File: src/sv/pcar_pkg.sv
// Shared types and constants of the PCI configuration access router.
package pcar_pkg;

	// Access commands as carried in the command field.
	typedef enum logic [2:0] {
		CMD_READ32  = 3'd0,
		CMD_READ16  = 3'd1,
		CMD_READ8   = 3'd2,
		CMD_WRITE32 = 3'd3,
		CMD_WRITE16 = 3'd4
	} cmd_t;

	// Route codes of a result item.
	localparam logic [1:0] ROUTE_ECAM   = 2'd0;
	localparam logic [1:0] ROUTE_LEGACY = 2'd1;
	localparam logic [1:0] ROUTE_NONE   = 2'd2;

	// Configuration register indexes; each window takes a base and a range slot.
	localparam int CFG_IDX_W = 3;
	localparam logic [CFG_IDX_W-1:0] CFG_WINDOW0_BASE  = 3'd0;
	localparam logic [CFG_IDX_W-1:0] CFG_WINDOW0_RANGE = 3'd1;
	localparam logic [CFG_IDX_W-1:0] CFG_WINDOW_COUNT  = 3'd4;
	localparam int CFG_WINDOW_STRIDE = 2;
	localparam int CFG_DATA_W = 64;

	// Legacy CF8 enable bit and the highest offset a 16-bit write may use.
	localparam logic [31:0] CF8_ENABLE       = 32'h8000_0000;
	localparam logic [11:0] WRITE16_MAX_OFF  = 12'd4094;
	localparam logic [11:0] LEGACY_OFF_LIMIT = 12'd256;
	localparam logic [15:0] LEGACY_SEGMENT   = 16'd0;

	typedef struct packed {
		logic [2:0]  command;
		logic [15:0] segment;
		logic [7:0]  bus_number;
		logic [4:0]  device_number;
		logic [2:0]  function_number;
		logic [11:0] register_offset;
		logic [31:0] write_data;
	} req_t;

	typedef struct packed {
		logic [1:0]  route;
		logic [63:0] target_address;
		logic [3:0]  byte_enable;
		logic [31:0] lane_data;
		logic        is_write;
	} rsp_t;

	// Fields of a window range register.
	typedef struct packed {
		logic [7:0]  end_bus;
		logic [7:0]  first_bus;
		logic [15:0] segment;
	} win_range_t;

endpackage

File: src/sv/pcar_if.sv
// Valid/ready channel interfaces for access items and result items.
interface pcar_req_if import pcar_pkg::*; ();
	logic valid;
	logic ready;
	req_t payload;

	modport source (output valid, output payload, input ready);
	modport sink (input valid, input payload, output ready);
endinterface

interface pcar_rsp_if import pcar_pkg::*; ();
	logic valid;
	logic ready;
	rsp_t payload;

	modport source (output valid, output payload, input ready);
	modport sink (input valid, input payload, output ready);
endinterface

File: src/sv/pci_config_access_router_core.sv
// Top level of the PCI configuration access router: ECAM and legacy CF8 decode.
//
// Access items enter on the req channel and one result item per access leaves
// on the rsp channel, both valid/ready; an item moves at a clock edge where
// valid and ready are both high. Each access is captured in an input register,
// decoded by the window compares and one 64-bit address adder, and the result
// is held in an output register. Throughput is one item per cycle while the
// receiver does not stall, set by that two-stage register pipeline, with no
// loop inside it.
// When the receiver stalls, the output register holds its item, the input
// register may still take one more access, and req.ready then drops until the
// stall clears. The ECAM windows and the window count are written through the
// cfg_we/cfg_index/cfg_data port; the user must write them only while no access
// is in flight, and the block does not enforce this. Indexes beyond the register
// list, and window slots beyond WINDOWS, are ignored.
// Reset (arst_n low) empties both pipeline stages and clears all window
// registers, so after reset only the legacy port pair route is available.
module pci_config_access_router_core import pcar_pkg::*; #(
	parameter int WINDOWS = 2
) (
	input  logic                  clk,
	input  logic                  arst_n,
	input  logic                  cfg_we,
	input  logic [CFG_IDX_W-1:0]  cfg_index,
	input  logic [CFG_DATA_W-1:0] cfg_data,
	pcar_req_if.sink              req,
	pcar_rsp_if.source            rsp
);

	// Window registers; slot i sits at base index 2*i and range index 2*i+1.
	logic [63:0] win_base_q  [WINDOWS];
	win_range_t  win_range_q [WINDOWS];
	logic [1:0]  window_count_q;

	always_ff @(posedge clk or negedge arst_n) begin
		if (!arst_n) begin
			for (int i = 0; i < WINDOWS; i++) begin
				win_base_q[i]  <= '0;
				win_range_q[i] <= '0;
			end
			window_count_q <= '0;
		end else if (cfg_we) begin
			for (int i = 0; i < WINDOWS; i++) begin
				if (cfg_index == CFG_WINDOW0_BASE + CFG_IDX_W'(CFG_WINDOW_STRIDE * i)) begin
					win_base_q[i] <= cfg_data;
				end
				if (cfg_index == CFG_WINDOW0_RANGE + CFG_IDX_W'(CFG_WINDOW_STRIDE * i)) begin
					win_range_q[i] <= cfg_data[31:0];
				end
			end
			if (cfg_index == CFG_WINDOW_COUNT) begin
				window_count_q <= cfg_data[1:0];
			end
		end
	end

	// Pipeline control: stage 2 moves on when empty or taken, stage 1 when
	// stage 2 can take its item.
	logic valid_s1, valid_s2;
	req_t req_s1;
	rsp_t rsp_s2;
	logic adv_s2, adv_s1;

	assign adv_s2    = !valid_s2 || rsp.ready;
	assign adv_s1    = !valid_s1 || adv_s2;
	assign req.ready = adv_s1;

	always_ff @(posedge clk or negedge arst_n) begin
		if (!arst_n) begin
			valid_s1 <= 1'b0;
		end else if (adv_s1) begin
			valid_s1 <= req.valid;
		end
	end

	always_ff @(posedge clk) begin
		if (adv_s1 && req.valid) begin
			req_s1 <= req.payload;
		end
	end

	// Decode of the captured access.
	logic        ok;
	logic [3:0]  be;
	logic [31:0] lanes;
	logic        wr;
	logic [WINDOWS-1:0] win_hit;
	logic        any_hit;
	logic [63:0] sel_base;
	logic [7:0]  sel_start;
	logic [27:0] ecam_rel;
	logic [63:0] ecam_addr;
	logic [31:0] legacy_word;
	logic        legacy_ok;
	rsp_t        rsp_d;

	always_comb begin
		ok    = 1'b1;
		be    = '0;
		lanes = '0;
		wr    = 1'b0;
		case (req_s1.command)
			CMD_READ32: begin
				be = 4'hF;
			end
			CMD_READ16: begin
				be = 4'b0011 << {req_s1.register_offset[1], 1'b0};
			end
			CMD_READ8: begin
				be = 4'b0001 << req_s1.register_offset[1:0];
			end
			CMD_WRITE32: begin
				be    = 4'hF;
				lanes = req_s1.write_data;
				wr    = 1'b1;
			end
			CMD_WRITE16: begin
				// An odd offset or one past the last halfword is rejected.
				ok    = !req_s1.register_offset[0] &&
				        (req_s1.register_offset <= WRITE16_MAX_OFF);
				be    = 4'b0011 << {req_s1.register_offset[1], 1'b0};
				lanes = {16'd0, req_s1.write_data[15:0]} <<
				        {req_s1.register_offset[1], 4'd0};
				wr    = 1'b1;
			end
			default: begin
				ok = 1'b0;
			end
		endcase
	end

	// Window search: the lowest enabled window that matches wins.
	always_comb begin
		for (int i = 0; i < WINDOWS; i++) begin
			win_hit[i] = (int'(window_count_q) > i) &&
			             (win_range_q[i].segment == req_s1.segment) &&
			             (req_s1.bus_number >= win_range_q[i].first_bus) &&
			             (req_s1.bus_number <= win_range_q[i].end_bus);
		end
		any_hit   = |win_hit;
		sel_base  = win_base_q[0];
		sel_start = win_range_q[0].first_bus;
		for (int i = WINDOWS - 1; i >= 0; i--) begin
			if (win_hit[i]) begin
				sel_base  = win_base_q[i];
				sel_start = win_range_q[i].first_bus;
			end
		end
	end

	assign ecam_rel  = {req_s1.bus_number - sel_start, req_s1.device_number,
	                    req_s1.function_number, req_s1.register_offset[11:2], 2'b00};
	assign ecam_addr = sel_base + 64'(ecam_rel);

	assign legacy_word = CF8_ENABLE | {8'd0, req_s1.bus_number, req_s1.device_number,
	                     req_s1.function_number, req_s1.register_offset[7:2], 2'b00};
	assign legacy_ok   = (req_s1.segment == LEGACY_SEGMENT) &&
	                     (req_s1.register_offset < LEGACY_OFF_LIMIT);

	always_comb begin
		rsp_d = '0;
		if (ok && any_hit) begin
			rsp_d.route          = ROUTE_ECAM;
			rsp_d.target_address = ecam_addr;
		end else if (ok && legacy_ok) begin
			rsp_d.route          = ROUTE_LEGACY;
			rsp_d.target_address = {32'd0, legacy_word};
		end else begin
			rsp_d.route = ROUTE_NONE;
		end
		// A dropped access carries no lanes and no write.
		if (rsp_d.route != ROUTE_NONE) begin
			rsp_d.byte_enable = be;
			rsp_d.lane_data   = lanes;
			rsp_d.is_write    = wr;
		end
	end

	always_ff @(posedge clk or negedge arst_n) begin
		if (!arst_n) begin
			valid_s2 <= 1'b0;
		end else if (adv_s2) begin
			valid_s2 <= valid_s1;
		end
	end

	always_ff @(posedge clk) begin
		if (adv_s2 && valid_s1) begin
			rsp_s2 <= rsp_d;
		end
	end

	assign rsp.valid   = valid_s2;
	assign rsp.payload = rsp_s2;

	// A dropped access must show nothing but the route code.
	a_none_clean: assert property (@(posedge clk) disable iff (!arst_n)
		valid_s2 && rsp_s2.route == ROUTE_NONE |->
		rsp_s2.target_address == '0 && rsp_s2.byte_enable == '0 &&
		rsp_s2.lane_data == '0 && !rsp_s2.is_write)
		else $error("dropped access carries payload");

	// A routed read never carries lane data.
	a_read_no_lanes: assert property (@(posedge clk) disable iff (!arst_n)
		valid_s2 && rsp_s2.route != ROUTE_NONE && !rsp_s2.is_write |->
		rsp_s2.lane_data == '0)
		else $error("read carries lane data");

	// Every routed access enables at least one byte lane.
	a_routed_lanes: assert property (@(posedge clk) disable iff (!arst_n)
		valid_s2 && rsp_s2.route != ROUTE_NONE |-> rsp_s2.byte_enable != '0)
		else $error("routed access with no byte lanes");

	// A legacy address word is 32 bits with the enable bit set.
	a_legacy_word: assert property (@(posedge clk) disable iff (!arst_n)
		valid_s2 && rsp_s2.route == ROUTE_LEGACY |->
		rsp_s2.target_address[63:32] == '0 && rsp_s2.target_address[31])
		else $error("malformed CF8 address word");

endmodule

File: src/flat_wrapper.sv
// flat-port wrapper written by rule: the top's interface ports become plain ports
module pci_config_access_router_core_flat import pcar_pkg::*;
#(
	parameter int WINDOWS = 2
)
  (clk, arst_n, cfg_we, cfg_index, cfg_data, req_valid, req_payload, req_ready, rsp_valid, rsp_payload, rsp_ready);
  pcar_req_if req_i ();
  pcar_rsp_if rsp_i ();
  input  logic clk;
  input  logic arst_n;
  input  logic cfg_we;
  input  logic [CFG_IDX_W-1:0] cfg_index;
  input  logic [CFG_DATA_W-1:0] cfg_data;
  input wire logic [$bits(req_i.valid)-1:0] req_valid;
  input wire logic [$bits(req_i.payload)-1:0] req_payload;
  output wire logic [$bits(req_i.ready)-1:0] req_ready;
  output wire logic [$bits(rsp_i.valid)-1:0] rsp_valid;
  output wire logic [$bits(rsp_i.payload)-1:0] rsp_payload;
  input wire logic [$bits(rsp_i.ready)-1:0] rsp_ready;
  assign req_i.valid = req_valid;
  assign req_i.payload = req_payload;
  assign req_ready = req_i.ready;
  assign rsp_valid = rsp_i.valid;
  assign rsp_payload = rsp_i.payload;
  assign rsp_i.ready = rsp_ready;
  pci_config_access_router_core #(.WINDOWS(WINDOWS)) u_core (.clk(clk), .arst_n(arst_n), .cfg_we(cfg_we), .cfg_index(cfg_index), .cfg_data(cfg_data), .req(req_i), .rsp(rsp_i));
endmodule
File: config.mk
export PLATFORM = sky130hd
export DESIGN_NAME = pci_config_access_router_core_flat
export DESIGN_NICKNAME = d
export VERILOG_FILES = /design/src/sv/pcar_pkg.sv /design/src/sv/pcar_if.sv /design/src/sv/pci_config_access_router_core.sv /design/src/flat_wrapper.sv
export SDC_FILE = /design/constraint.sdc
export NUM_CORES = 1
export LEC_CHECK = 0
export BUFFER_PORTS_ARGS = -buffer_cell sky130_fd_sc_hd__buf_4
export CORE_ASPECT_RATIO = 1.25
export CORE_MARGIN = 10
export CORE_UTILIZATION = 58
export DETAILED_ROUTE_END_ITERATION = 7
export HOLD_SLACK_MARGIN = 0.02
export PLACE_DENSITY_LB_ADDON = 0.25
export SYNTH_ARGS = -nofsm -noshare
export SYNTH_HDL_FRONTEND = slang
export SYNTH_SLANG_ARGS = --single-unit
File: constraint.sdc
create_clock -name clk -period 7.3 [get_ports clk]
set_input_delay 0 -clock clk [delete_from_list [all_inputs] [get_ports clk]]
set_output_delay 0 -clock clk [all_outputs]
set_load 0.03 [all_outputs]
# After elaboration in Yosys (flattened, before gate mapping)
# Index checks and enable logic that the tools add are counted.
# op_classes
n_eq_ne	11
reduce_logical	30
n_lt_le_gt_ge	8
addsub	2
shifts	3
n_mux	11
# op_table
cell	count
64-bit two-way mux	2
66-bit two-way mux	1
64-bit by 28-bit adder with 64-bit output	1
32-bit case mux with 2 select lines	1
16-bit equality test	2
32-bit two-way mux	1
16-bit by 5-bit << shifter with 32-bit output	1
8-bit >= comparator	2
8-bit less-or-equal comparator	2
16-bit zero test	1
8-bit two-way mux	2
3-bit by 2-bit equality test with 1-bit output, second input constant	4
12-bit less-or-equal comparator, second input constant	1
1-bit logical AND	12
12-bit by 9-bit < comparator with 1-bit output, second input constant	1
4-bit case mux with 3 select lines	1
2-bit AND reduction	5
2-bit OR reduction	4
8-bit subtractor	1
3-bit by 1-bit equality test with 1-bit output, second input constant	2
3-bit equality test, second input constant	2
3-bit zero test	2
2-bit by 1-bit > comparator with 1-bit output, second input constant	2
4-bit OR reduction	1
other kinds (8)	11
# totals
output_inout_bits	105
regBits	378
inputBits	151
elab_cells	88

# Depth between registers and ports, before layout
# Gate-level depths: netlist of the first run.
# depth
depth_word	10
ltp_mapped	30
depth_no_buf	27

# Worst setup path after synthesis of the first run
# Ideal clock, no wire load.
# synth_path
kind	flip-flop to flip-flop
from	reg u_core.req_s1, in the netlist u_core.legacy_word[23]
to	reg u_core.rsp_s2, in the netlist u_core.rsp.payload[84] (data pin)
arrival_ns	5.229
path_slack_ns	1.800
stages_incl_launch_ff	27
n_path_buf	3
required_ns	7.029
period_less_slack_ns	5.500
setup_ns	0.271
path_cell_list	edfxtp_1 > ha_1 > nand4_1 > nand2b_1 > a21oi_1 > and4b_1 > a211oi_4 > buf_6 > buf_6 > buf_4 > mux2_2 > ha_1 > fa_1 > inv_1 > a21o_1 > a21oi_1 > xnor2_1 > ha_1 > a21o_1 > a21oi_1 > o2111ai_1 > a211oi_1 > o21ba_2 > nor2_1 > xor2_1 > nor2_1 > a211oi_1
# synth_between
elab_chain_len	8
elab_cells_between_ends	17
classes_between	2 x add/sub; 4 x order compare; 5 x mux; 6 x reduce/logical
# synth_rtl
item	line	rtl
start, declared	pci_config_access_router_core.sv:60	req_t req_s1;
start signal, assigned	pci_config_access_router_core.sv:78	req_s1 <= req.payload;
8-bit >= comparator	pci_config_access_router_core.sv:137	(req_s1.bus_number >= win_range_q[i].first_bus) &&
1-bit logical AND	pci_config_access_router_core.sv:136	(win_range_q[i].segment == req_s1.segment) &&
1-bit logical AND	pci_config_access_router_core.sv:137	
8-bit two-way mux (2 in a row)	pci_config_access_router_core.sv:144	if (win_hit[i]) begin
8-bit subtractor	pci_config_access_router_core.sv:151	assign ecam_rel = {req_s1.bus_number - sel_start, req_s1.device_number,
64-bit by 28-bit adder with 64-bit output	pci_config_access_router_core.sv:153	assign ecam_addr = sel_base + 64'(ecam_rel);
66-bit two-way mux (*)	pci_config_access_router_core.sv:162	if (ok && any_hit) begin
end signal, assigned	pci_config_access_router_core.sv:189	rsp_s2 <= rsp_d;
end, declared	pci_config_access_router_core.sv:61	rsp_t rsp_s2;
# Mark *: on every way between the ends. The rest lies on a longest branch, timed or not.
# A chain may end at the register's enable or synchronous reset.

# Worst setup path after layout of the first run
# layout_path
from	reg u_core.req_s1, in the netlist u_core.legacy_word[22]
to	reg u_core.rsp_s2, in the netlist u_core.rsp.payload[90] (data pin)
# Same word-level chain as after synthesis.

==> metrics, run 1 <==
Hold Crit Class in2async; die outline area 39,600 um^2; share of final-layout standard cells stronger than drive strength 1 29.1%; GR met2 Demand/Resource 43.5%; clock slew at the register clock pins of the worst setup and hold paths 60 ps; crit-path max FO 49; average wire per standard cell 21.3 um; Post-Route WL 49,800 um; nets in the synthesized netlist 1,700; number of buffers added for setup after CTS 0; starting utilization of the core area 58.6%; final setup violation count 0; sequential fraction of the synthesis area 55.9%; Pre-antenna DRT Iters 7; Layout Skew 12.0 ps; total of buffers placed on input and output ports 255; filler instances 2,065; GR met3 Demand/Resource 4.10%; share of async-settable or async-resettable flops after synthesis 51.9%; area added between synthesis and finish 26.9%; non-filler instance count after layout 2,333; critical path data required time 7660 ps; core region area 31,700 um^2; FMAX 160 MHz; placed insts 2,112; post-placement setup slack 1120 ps; Power Dens Cells 263 nW/um^2; delay of the slowest critical-path stage 630 ps; transition time at the pin with the least slew margin 1250 ps; library cell contributing the largest single delay on the critical path sky130_fd_sc_hd__buf_4; DR vias 13,600; largest net degree at the start of global routing 82; arrival time worst endpoint 6620 ps; ratio of final minimum period to clock period 85.7%; global-route usage over all layers 24.8%; design internal power 0.00435 W; global-route wire length before repair 78,500 um; cell count after synthesis 1,482; drt first-iter violations 1,175; cell family with most CP delay compound AO/OA/AOI/OAI gates; status complete, no violations; post_cts resized 0; setup TNS after final layout 0 ps; most instantiated flip-flop cell in the synthesis netlist sky130_fd_sc_hd__dfrtp_1; share of total power in the clock network 29.8%; met1 Use GR 30.0%; distinct cell type count of the synthesized netlist 72; Via-to-Cell Ratio 5.85; Max-slew headroom 16.4%; total clock buffers created by CTS 38; relative contribution of sequential cells to total power 44.9%; buffering stage count on the worst path with inverters included 1; deepest level of the CTS H-tree 2; remaining global-route overflow 0; area of the mapped netlist 18,600 um^2; worst hold margin 51.1 ps; CTS tree built; Final Critical Period 6260 ps; Chip Height 220 um; series of cell instances along the critical path ha_1 -> nand4_1 -> nand2b_1 -> a21oi_1 -> and4b_1 -> a211oi_4 -> buf_4 -> mux2_2 -> ha_1 -> a21oi_1 -> a2111o_1 -> a211oi_1 -> a211oi_1 -> o21bai_2 -> nand3_1 -> o21a_1 -> nor3_1; Switching Share 29.9%; number of sinks handled by clock tree synthesis 378; worst ir drop on vdd 0.000214 V; switching component of the power 0.00185 W; total number of nets in the final design 2,109; count of state elements after synthesis 378; DRT antenna net count 0; final weighted congestion in routability-driven placement 0.923; number of buffers added to fix hold violations after cts 151; number of flops mapped to enable cells by yosys 182; maximum buffer depth of the clock tree 3; global route hottest layer met2; minimum setup slack in the final design 1040 ps; Yosys warnings 0; die boundary width 180 um; Worst Path Class, Setup reg2reg; vias in the first global route 14,400; fin. max-slew vios 0; MaxCap Viol Count 0; Detailed Place HPWL 34,100 um; Layout Utilization 74.3%; total DRC errors in the routed layout 0; initial antenna violation count 0; CTS root buffer sky130_fd_sc_hd__clkbuf_16; final hold viol count 0; leakage power 9.60 nW; count of boundary I/O pins 256; setup repair after global routing missed its margin false; endpoint class of the critical path flip-flop; number of placement rows 73; mean area per synthesized cell 12.5 um^2; Crit. path cell count 17; crit path launch type flip-flop; Combinational Power Share 25.3%; depth of the most critical reg-to-reg path 17; insertion delay of the later-clocked pin in the worst-skew pair 530 ps
worst reg2reg max path: cells and delay by family (launching register included):
family	cells	cell delay (ps)
AOI/OAI and AO/OA	8	2770
DFF	1	560
adders and majority gates	2	730
muxes	1	440
buffers and inverters	1	630
and+or+nand+nor	5	960
metrics by stage:
step / total power (W) / cell area, um^2
after floorplan: 0.00381 / 18600
after detailed placement: 0.00429 / 20900
after global routing: 0.00650 / 23500
final: 0.00620 / 23600
after CTS: 0.00621 / 23500
after global placement: 0.00423 / 20900
synthesized netlist by cell type, drive strengths merged (11+ instances only):
library cell | n | share of area (%)
inv | 52 | 1.1
o21ai | 60 | 1.6
ha | 65 | 4.4
xor2 | 30 | 1.4
and3 | 19 | 0.64
nand3 | 65 | 1.8
mux2 | 215 | 13
a211oi | 14 | 0.69
dfrtp | 196 | 26
nor3 | 21 | 0.62
clkbuf | 33 | 0.67
xnor2 | 63 | 3.0
o21a | 11 | 0.44
nor2 | 86 | 1.7
a22oi | 17 | 0.71
buf | 19 | 0.73
edfxtp | 182 | 29
a21oi | 58 | 1.6
a21o | 14 | 0.57
and2 | 22 | 0.74
nand2 | 79 | 1.6
nand4 | 25 | 0.84
mux2i | 36 | 1.9
power groups by stage:
stage / Combinational [W] / Clock (W) / Sequential, W
finish: 0.00157 / 0.00185 / 0.00278
global route: 0.00172 / 0.00197 / 0.00282
CTS: 0.00156 / 0.00188 / 0.00277
detailed placement: 0.00148 / 0 / 0.00281
global placement: 0.00144 / 0 / 0.00280
floorplan: 0.000999 / 0 / 0.00281
final cells by class:
cell class	instances	area (um^2)	share of cell area, %
clock buffer	57	1070	4.56
antenna	1	2.50	0.0106
tap	412	515	2.19
multi-input combinational	1000	7760	33.0
inverter	52	195	0.829
timing repair buffer	421	3540	15.0
sequential	378	10400	44.0
clock inverter	12	91.3	0.388
routing by layer:
metal / vias to the layer above / wire length (um) / part of all wire (%)
met2: 535 / 25100 / 51
met1: 6751 / 19700 / 40
met5: - / 0 / 0
met3: 113 / 3020 / 6.1
met4: 0 / 1950 / 3.9
li1: 6247 / - / -
layout by cell type (no fill, tap or decap), drive strengths merged, types with 14 or more instances in the layout:
cell type | Yosys | layout
dlygate4sd3 | 0 | 151
mux2 | 215 | 215
xnor2 | 63 | 63
clkbuf | 33 | 57
and2 | 22 | 22
edfxtp | 182 | 182
buf | 19 | 270
nor3 | 21 | 21
a211oi | 14 | 14
nand4 | 25 | 25
dfrtp | 196 | 196
xor2 | 30 | 30
nand3 | 65 | 65
and3 | 19 | 19
a22oi | 17 | 17
nor2 | 86 | 86
o21ai | 60 | 60
a21o | 14 | 14
a21oi | 58 | 58
nand2 | 79 | 79
ha | 65 | 65
mux2i | 36 | 36
inv | 52 | 53
flip-flops by register name, summed over array words and instances, names as in the netlist:
register and flops:
u_core.win_base_q 128, u_core.win_range_q 64, u_core.ecam_rel 18, u_core.req_s1 53, u_core.valid_s1 1, u_core.window_count_q 2, u_core.rsp.valid 1, u_core.legacy_word 8
u_core.rsp.payload 103
path summary, 6_finish.rpt:
check,startpoint,to,slack (ps)
max in group asynchronous,arst_n,u_core.win_base_q[81]$_DFFE_PN0P_,5720
setup reg to reg,u_core.legacy_word[22]$_DFFE_PP_,u_core.rsp.payload[90]$_SDFFCE_PN0P_,1040
hold / removal,arst_n,u_core.win_base_q[100]$_DFFE_PN0P_,50
min in group clk,req_payload[50],u_core.ecam_rel[18]$_DFFE_PP_,180
setup / recovery,u_core.legacy_word[22]$_DFFE_PP_,u_core.rsp.payload[90]$_SDFFCE_PN0P_,1040
hold reg to reg,u_core.win_range_q[29]$_DFFE_PN0P_,u_core.win_range_q[29]$_DFFE_PN0P_,500
cells by family (layout without fill, tap and decap cells):
group | count (synthesis) | count (layout) | synth area share, %
AOI/OAI and AO/OA | 221 | 221 | 7.78
xor gates and xnor gates | 93 | 93 | 4.39
adders and majority gates | 67 | 67 | 4.60
buffers and inverters | 104 | 542 | 2.45
DFF | 378 | 378 | 55.9
muxes | 251 | 251 | 15.0
other | 0 | 1 | 0
and+or+nand+nor | 368 | 368 | 9.92
Note: power is estimated with default switching activity, not from simulation.
==> run 2: changes to the inputs <==
--- a/config.mk
+++ b/config.mk
@@ -5,10 +5,11 @@
 export SDC_FILE = /design/constraint.sdc
 export NUM_CORES = 1
 export LEC_CHECK = 0
-export BUFFER_PORTS_ARGS = -buffer_cell sky130_fd_sc_hd__buf_4
+export BUFFER_PORTS_ARGS = -buffer_cell sky130_fd_sc_hd__buf_2
 export CORE_ASPECT_RATIO = 1.25
 export CORE_MARGIN = 10
 export CORE_UTILIZATION = 58
+export CTS_CLUSTER_DIAMETER = 30
 export DETAILED_ROUTE_END_ITERATION = 7
 export HOLD_SLACK_MARGIN = 0.02
 export PLACE_DENSITY_LB_ADDON = 0.25
==> run 2 against run 1 <==
Wire length grew 5.6%; critical path depth grew 6; clock power grew 78%; worst hold slack gained 96 ps; via count grew 1.8%; combinational power is essentially flat; count of clock-buffer cells in the layout grew 29; design area grew 2.9%; global-route usage grew 1.1 points; power grew 23%; core utilization grew 2.2 points; flip-flop and latch count is the same; critical path type unchanged; largest power group is now clock.
==> metrics, run 2 (synthesis results as in run 1) <==
worst ir drop on vdd 0.000235 V (was 0.000214 V); Biggest register u_core.win_base_q (unchanged); DRT antenna net count 0 (unchanged); maximum buffer depth of the clock tree 3 (unchanged); design internal power 0.00541 W (was 0.00435 W); Via-to-Cell Ratio 5.80 (was 5.85); CTS tree built (unchanged); Worst Path Class, Setup reg2reg (unchanged); series of cell instances along the critical path ha_1 -> nand4_1 -> nand2b_1 -> a21oi_1 -> and4b_1 -> a211oi_4 -> buf_12 -> a21o_1 -> inv_1 -> ha_1 -> a21o_1 -> a21oi_1 -> o21bai_1 -> a21oi_1 -> xnor2_1 -> ha_1 -> o21ai_0 -> a21boi_0 -> o21ai_0 -> o21bai_2 -> nand3_1 -> nor3_1 -> nor3_1 (was ha_1 -> nand4_1 -> nand2b_1 -> a21oi_1 -> and4b_1 -> a211oi_4 -> buf_4 -> mux2_2 -> ha_1 -> a21oi_1 -> a2111o_1 -> a211oi_1 -> a211oi_1 -> o21bai_2 -> nand3_1 -> o21a_1 -> nor3_1); total number of nets in the final design 2,141 (was 2,109); vias in the first global route 14,800 (was 14,400); dpl cell area 20,200 um^2 (was 20,900 um^2); sequential standard cell area 10,400 um^2 (unchanged); critical path data required time 7570 ps (was 7660 ps); starting utilization of the core area 58.6% (unchanged); worst hold margin 147 ps (was 51.1 ps); Detailed Place HPWL 33,800 um (was 34,100 um); share of total power in the clock network 43.2% (was 29.8%); Power Dens Cells 315 nW/um^2 (was 263 nW/um^2); FMAX 166 MHz (was 160 MHz); post-placement setup slack 1300 ps (was 1120 ps); die boundary width 180 um (unchanged); area added between synthesis and finish 30.6% (was 26.9%); filler instances 1,924 (was 2,065); total DRC errors in the routed layout 0 (unchanged); Pre-antenna DRT Iters 5 (was 7); Layout Skew 24.5 ps (was 12.0 ps); core region area 31,700 um^2 (unchanged); switching component of the power 0.00221 W (was 0.00185 W); ratio of final minimum period to clock period 82.6% (was 85.7%); initial antenna violation count 2 (was 0); number of buffers added for setup after CTS 0 (unchanged); final hold viol count 0 (unchanged); CTS root buffer sky130_fd_sc_hd__clkbuf_16 (unchanged); Combinational Power Share 20.3% (was 25.3%); final setup violation count 0 (unchanged); library cell contributing the largest single delay on the critical path sky130_fd_sc_hd__edfxtp_1 (was sky130_fd_sc_hd__buf_4); total clock buffers created by CTS 69 (was 38); Switching Share 29.0% (was 29.9%); endpoint class of the critical path flip-flop (unchanged); setup repair after global routing missed its margin false (unchanged); crit-path max FO 121 (was 49); arrival time worst endpoint 6310 ps (was 6620 ps); final weighted congestion in routability-driven placement 0.898 (was 0.923); transition time at the pin with the least slew margin 1170 ps (was 1250 ps); status complete, no violations (unchanged); count of boundary I/O pins 256 (unchanged); most frequent standard cell in the layout excluding fill and tap cells sky130_fd_sc_hd__buf_2 (was sky130_fd_sc_hd__buf_4); delay of the slowest critical-path stage 520 ps (was 630 ps); Final Critical Period 6030 ps (was 6260 ps); setup TNS after final layout 0 ps (unchanged); buffering stage count on the worst path with inverters included 2 (was 1); fin. max-slew vios 0 (unchanged); global-route usage over all layers 25.9% (was 24.8%); deepest level of the CTS H-tree 3 (was 2); insertion delay of the later-clocked pin in the worst-skew pair 580 ps (was 530 ps); crit path launch type flip-flop (unchanged); leakage power 10.0 nW (was 9.60 nW); Hold Crit Class in2reg (was in2async); Chip Height 220 um (unchanged); DR vias 13,900 (was 13,600); number of flip-flops under the largest register name 128 (unchanged); number of sinks handled by clock tree synthesis 378 (unchanged); post-route cell area 24,200 um^2 (was 23,600 um^2); combined area of the multi-input logic cells 7760 um^2 (about the same); share of final-layout standard cells stronger than drive strength 1 31.5% (was 29.1%); clock slew at the register clock pins of the worst setup and hold paths 50 ps (was 60 ps); Post-Route WL 52,600 um (was 49,800 um); relative contribution of sequential cells to total power 36.5% (was 44.9%); number of placement rows 73 (unchanged); drt first-iter violations 947 (was 1,175); minimum setup slack in the final design 1270 ps (was 1040 ps); highest-count cells in the layout ignoring fill and taps sky130_fd_sc_hd__buf_2, sky130_fd_sc_hd__mux2_2, sky130_fd_sc_hd__dfrtp_1 (was sky130_fd_sc_hd__buf_4, sky130_fd_sc_hd__mux2_2, sky130_fd_sc_hd__dfrtp_1); Max-slew headroom 21.7% (was 16.4%); remaining global-route overflow 0 (unchanged); cell family with most CP delay compound AO/OA/AOI/OAI gates (unchanged); die outline area 39,600 um^2 (unchanged); largest net degree at the start of global routing 122 (was 82); total of buffers placed on input and output ports 255 (unchanged); MaxCap Viol Count 0 (unchanged); global-route wire length before repair 81,500 um (was 78,500 um); average wire per standard cell 21.9 um (was 21.3 um)
-- run 2: cell count changes in the layout (fill, tap and decap cells not counted), sizes merged --
| cell | before | now |
|---|---|---|
| dlygate4sd3 | 151 | 152 |
| inv | 53 | 60 |
| bufinv | 1 | 8 |
| clkinv | 10 | 21 |
| clkinvlp | 0 | 5 |
| diode | 1 | 3 |
| clkbuf | 57 | 86 |
-- run 2: final cells by class --
type | count | area share, %
Timing Repair Buffer | 422 | 12.2
Inverter | 52 | 0.805
Sequential cell | 378 | 42.8
Multi-Input combinational cell | 1000 | 32.0
Clock buffer | 86 | 7.81
Antenna cell | 3 | 0.0310
Tap cell | 412 | 2.13
Clock inverter | 42 | 2.26
-- run 2: final timing paths --
kind	startpoint	endpoint	slack (ps)	cells after the start
max	u_core.legacy_word[23]$_DFFE_PP_	u_core.rsp.payload[98]$_SDFFCE_PN0P_	1270	23
min	req_payload[16]	u_core.req_s1[16]$_DFFE_PP_	150	2
max reg2reg	u_core.legacy_word[23]$_DFFE_PP_	u_core.rsp.payload[98]$_SDFFCE_PN0P_	1270	23
min reg2reg	u_core.win_base_q[85]$_DFFE_PN0P_	u_core.win_base_q[85]$_DFFE_PN0P_	500	1
max in group asynchronous	arst_n	u_core.win_range_q[38]$_DFFE_PN0P_	5700	4
min in group asynchronous	arst_n	u_core.win_base_q[97]$_DFFE_PN0P_	550	4
-- run 2: metal layers --
layer	share of wire (%)	vias up	global-route usage (%)
li1	-	6352	-
met1	39	6855	30.2
met2	52	571	46.2
met3	6.0	118	4.79
met4	3.5	0	11.0
met5	0	-	0
-- run 2: repair_timing --
item	CTS	global route
gates resized for setup	0	0
hold buffers	153	0
endpoints found under the hold margin	319	0
-- run 2: power groups by stage --
| stage | clock (W) | sequential [W] | combinational [W] |
|---|---|---|---|
| 4_1_cts | 0.00332 | 0.00278 | 0.00153 |
| 6_report | 0.00330 | 0.00279 | 0.00155 |
| 2_1_floorplan | 0 | 0.00281 | 0.000999 |
| 5_1_grt | 0.00345 | 0.00282 | 0.00169 |
| 3_3_place_gp | 0 | 0.00279 | 0.00141 |
| 3_5_place_dp | 0 | 0.00281 | 0.00144 |
-- run 2: per-stage QoR --
step | util [%] | cells | total power [W]
floorplan | - | 1482 | 0.00381
global placement | 63.9 | 2111 | 0.00420
detailed placement | 63.9 | 2111 | 0.00425
CTS | 76.5 | 2392 | 0.00763
global route | 76.5 | 2395 | 0.00795
finish | 76.5 | 2395 | 0.00763
-- run 2: worst reg2reg max path: stages (launching register included) --
cell	delay, ps
sky130_fd_sc_hd__edfxtp_1	520
sky130_fd_sc_hd__ha_1	370
sky130_fd_sc_hd__nand4_1	120
sky130_fd_sc_hd__nand2b_1	170
sky130_fd_sc_hd__a21oi_1	130
sky130_fd_sc_hd__and4b_1	250
sky130_fd_sc_hd__a211oi_4	310
sky130_fd_sc_hd__buf_12	480
sky130_fd_sc_hd__a21o_1	250
sky130_fd_sc_hd__inv_1	50
sky130_fd_sc_hd__ha_1	260
sky130_fd_sc_hd__a21o_1	150
sky130_fd_sc_hd__a21oi_1	220
sky130_fd_sc_hd__o21bai_1	100
sky130_fd_sc_hd__a21oi_1	210
sky130_fd_sc_hd__xnor2_1	100
sky130_fd_sc_hd__ha_1	380
sky130_fd_sc_hd__o21ai_0	110
sky130_fd_sc_hd__a21boi_0	240
sky130_fd_sc_hd__o21ai_0	220
sky130_fd_sc_hd__o21bai_2	480
sky130_fd_sc_hd__nand3_1	290
sky130_fd_sc_hd__nor3_1	260
sky130_fd_sc_hd__nor3_1	80
==> run 3: changes to the inputs <==
==> constraint.sdc (replaced) <==
create_clock -name clk -period 6 [get_ports clk]
set_input_delay 0 -clock clk [delete_from_list [all_inputs] [get_ports clk]]
set_output_delay 0 -clock clk [all_outputs]
set_load 0.03 [all_outputs]
==> run 3 against run 2 <==
Clock skew down 3.1 ps; design area decreased by 0.68%; fmax increased by 6.9%; register-to-register slack worse by 910 ps; combinational power is 25% higher; sequential share of layout area up 0.29 points; flip-flop and latch count did not move; count of clock-buffer cells in the layout fell by 4; first-iteration DRC count rose by 32%; die area did not move.
==> metrics, run 3 (synthesis results as in run 1) <==
MaxCap Viol Count 0 (unchanged); crit-path max FO 12 (was 121); final setup violation count 0 (unchanged); transition time at the pin with the least slew margin 1240 ps (was 1170 ps); total of buffers placed on input and output ports 255 (unchanged); final hold viol count 0 (unchanged); global-route wire length before repair 79,700 um (was 81,500 um); largest net degree at the start of global routing 83 (was 122); crit path from u_core.legacy_word[17]$_DFFE_PP_ (was u_core.legacy_word[23]$_DFFE_PP_); switching component of the power 0.00264 W (was 0.00221 W); die outline area 39,600 um^2 (unchanged); deepest level of the CTS H-tree 3 (unchanged); number of sinks handled by clock tree synthesis 378 (unchanged); remaining global-route overflow 0 (unchanged); total DRC errors in the routed layout 0 (unchanged); FMAX 177 MHz (was 166 MHz); crit path launch type flip-flop (unchanged); drt first-iter violations 1,254 (was 947); total clock buffers created by CTS 66 (was 69); Via-to-Cell Ratio 5.81 (was 5.80); Chip Height 220 um (unchanged); count of boundary I/O pins 256 (unchanged); depth of the most critical reg-to-reg path 24 (was 23); die boundary width 180 um (unchanged); Switching Share 29.4% (was 29.0%); worst ir drop on vdd 0.000279 V (was 0.000235 V); ratio of final minimum period to clock period 94.1% (was 82.6%); setup repair after global routing missed its margin false (unchanged); Worst Setup EP u_core.rsp.payload[68]$_DFFE_PP_ (was u_core.rsp.payload[98]$_SDFFCE_PN0P_); number of placement rows 73 (unchanged); fin. max-slew vios 0 (unchanged); Pre-antenna DRT Iters 5 (unchanged); initial antenna violation count 1 (was 2); DR vias 13,900 (about the same); Detailed Place HPWL 33,300 um (was 33,800 um); share of total power in the clock network 40.5% (was 43.2%); Combinational Power Share 21.7% (was 20.3%); Final Critical Period 5640 ps (was 6030 ps); average wire per standard cell 21.3 um (was 21.9 um); design internal power 0.00633 W (was 0.00541 W); total number of nets in the final design 2,149 (was 2,141); area added between synthesis and finish 29.7% (was 30.6%); insertion delay of the later-clocked pin in the worst-skew pair 550 ps (was 580 ps); relative contribution of sequential cells to total power 37.8% (was 36.5%); Biggest register u_core.win_base_q (unchanged); arrival time worst endpoint 6060 ps (was 6310 ps); global-route usage over all layers 25.3% (was 25.9%); highest-count cells in the layout ignoring fill and taps sky130_fd_sc_hd__buf_2, sky130_fd_sc_hd__mux2_2, sky130_fd_sc_hd__dfrtp_1 (unchanged); Power Dens Cells 373 nW/um^2 (was 315 nW/um^2); most frequent standard cell in the layout excluding fill and tap cells sky130_fd_sc_hd__buf_2 (unchanged); endpoint class of the critical path flip-flop (unchanged); Max-slew headroom 17.1% (was 21.7%); Post-Route WL 51,000 um (was 52,600 um); Layout Skew 21.4 ps (was 24.5 ps); Power Total 0.00897 W (was 0.00763 W); maximum buffer depth of the clock tree 3 (unchanged); CTS tree built (unchanged); starting utilization of the core area 58.6% (unchanged); final weighted congestion in routability-driven placement 0.921 (was 0.898); filler instances 1,978 (was 1,924); critical path data required time 6410 ps (was 7570 ps); core region area 31,700 um^2 (unchanged); setup TNS after final layout 0 ps (unchanged); CTS root buffer sky130_fd_sc_hd__clkbuf_16 (unchanged); flop2flop setup slack 360 ps (was 1270 ps); reg2reg end u_core.rsp.payload[68]$_DFFE_PP_ (was u_core.rsp.payload[98]$_SDFFCE_PN0P_); Crit Reg-Reg Startpoint u_core.legacy_word[17]$_DFFE_PP_ (was u_core.legacy_word[23]$_DFFE_PP_); leakage power 9.95 nW (was 10.0 nW); clock slew at the register clock pins of the worst setup and hold paths 50 ps (about the same); Worst Path Class, Setup reg2reg (unchanged); number of flip-flops under the largest register name 128 (unchanged); share of final-layout standard cells stronger than drive strength 1 31.8% (was 31.5%); vias in the first global route 14,400 (was 14,800); Hold Crit Class in2async (was in2reg); DRT antenna net count 0 (unchanged); status complete, no violations (unchanged)
[run 3: changes by cell type in the layout (fill, tap and decap cells not counted), sizes merged]
cell,previous run,this run
buf,270,282
clkinv,21,16
bufinv,8,4
clkbuf,86,82
clkinvlp,5,9
diode,3,1
dlygate4sd3,152,151
[run 3: final cells by class]
| cell class | instances | area, um^2 | area share, % |
|---|---|---|---|
| Timing Repair Buffer | 433 | 3030 | 12.6 |
| Sequential cell | 378 | 10400 | 43.1 |
| Clock buffer | 82 | 1790 | 7.45 |
| Multi-Input combinational cell | 1000 | 7780 | 32.3 |
| Inverter | 52 | 195 | 0.811 |
| Antenna cell | 1 | 2.50 | 0.0104 |
| Clock inverter | 37 | 383 | 1.59 |
| Tap cell | 412 | 515 | 2.14 |
[run 3: power by group through the flow]
stage	Sequential (W)	Combinational, W	Clock (W)
2_1_floorplan	0.00342	0.00122	0
3_3_place_gp	0.00340	0.00172	0
3_5_place_dp	0.00342	0.00177	0
4_1_cts	0.00338	0.00187	0.00365
5_1_grt	0.00342	0.00213	0.00381
6_report	0.00339	0.00194	0.00363
[run 3: layer usage]
layer | vias to the layer above | share of wire [%] | GRT usage (%)
met4 | 0 | 3.0 | 9.30
met2 | 543 | 51 | 44.0
li1 | 6365 | - | -
met3 | 109 | 6.1 | 4.87
met5 | - | 0 | 0
met1 | 6889 | 40 | 30.8
[run 3: worst min path at each step]
stage | startpoint | endpoint | cells after the start
2_1_floorplan | arst_n | u_core.rsp.valid$_DFFE_PN0P_ | 0
3_3_place_gp | arst_n | u_core.win_base_q[100]$_DFFE_PN0P_ | 1
3_5_place_dp | arst_n | u_core.win_base_q[37]$_DFFE_PN0P_ | 1
4_1_cts | arst_n | u_core.win_base_q[95]$_DFFE_PN0P_ | 3
5_1_grt | arst_n | u_core.win_base_q[100]$_DFFE_PN0P_ | 3
6_report | arst_n | u_core.win_base_q[36]$_DFFE_PN0P_ | 3
[run 3: stage by stage]
stage          area, um^2  instances  hold slack (ps)  util [%]  setup slack (ps)
2_1_floorplan       18600       1482             -296         -               500
3_3_place_gp        20300       2119            -8.71      64.0               286
3_5_place_dp        20300       2119           -0.968      64.0               132
4_1_cts             24000       2390             42.9      75.7              84.8
5_1_grt             24100       2395             85.7      76.0              42.4
6_report            24100       2395             58.1      76.0               357
[run 3: critical path: stages (launching register included)]
cell	delay, ps
sky130_fd_sc_hd__edfxtp_1	540
sky130_fd_sc_hd__ha_1	370
sky130_fd_sc_hd__nor2b_1	140
sky130_fd_sc_hd__o211ai_1	160
sky130_fd_sc_hd__a21oi_1	100
sky130_fd_sc_hd__nand4bb_1	250
sky130_fd_sc_hd__a211oi_4	230
sky130_fd_sc_hd__buf_4	250
sky130_fd_sc_hd__buf_4	230
sky130_fd_sc_hd__nor2_1	60
sky130_fd_sc_hd__a21oi_1	120
sky130_fd_sc_hd__ha_1	280
sky130_fd_sc_hd__a21o_1	180
sky130_fd_sc_hd__a21oi_1	240
sky130_fd_sc_hd__xnor2_1	100
sky130_fd_sc_hd__ha_1	380
sky130_fd_sc_hd__a21o_1	210
sky130_fd_sc_hd__a21oi_1	210
sky130_fd_sc_hd__o2111ai_1	170
sky130_fd_sc_hd__a211oi_2	360
sky130_fd_sc_hd__o21bai_2	180
sky130_fd_sc_hd__buf_4	170
sky130_fd_sc_hd__nand2_1	80
sky130_fd_sc_hd__xor2_1	330
sky130_fd_sc_hd__a21o_1	170
[run 3: repair_timing]
action / CTS / global route
hold buffers: 152 / 0
resized for setup: 0 / 7
setup buffers: 0 / 4
setup endpoints to repair: 0 / 32
hold endpoints to repair: 328 / 0
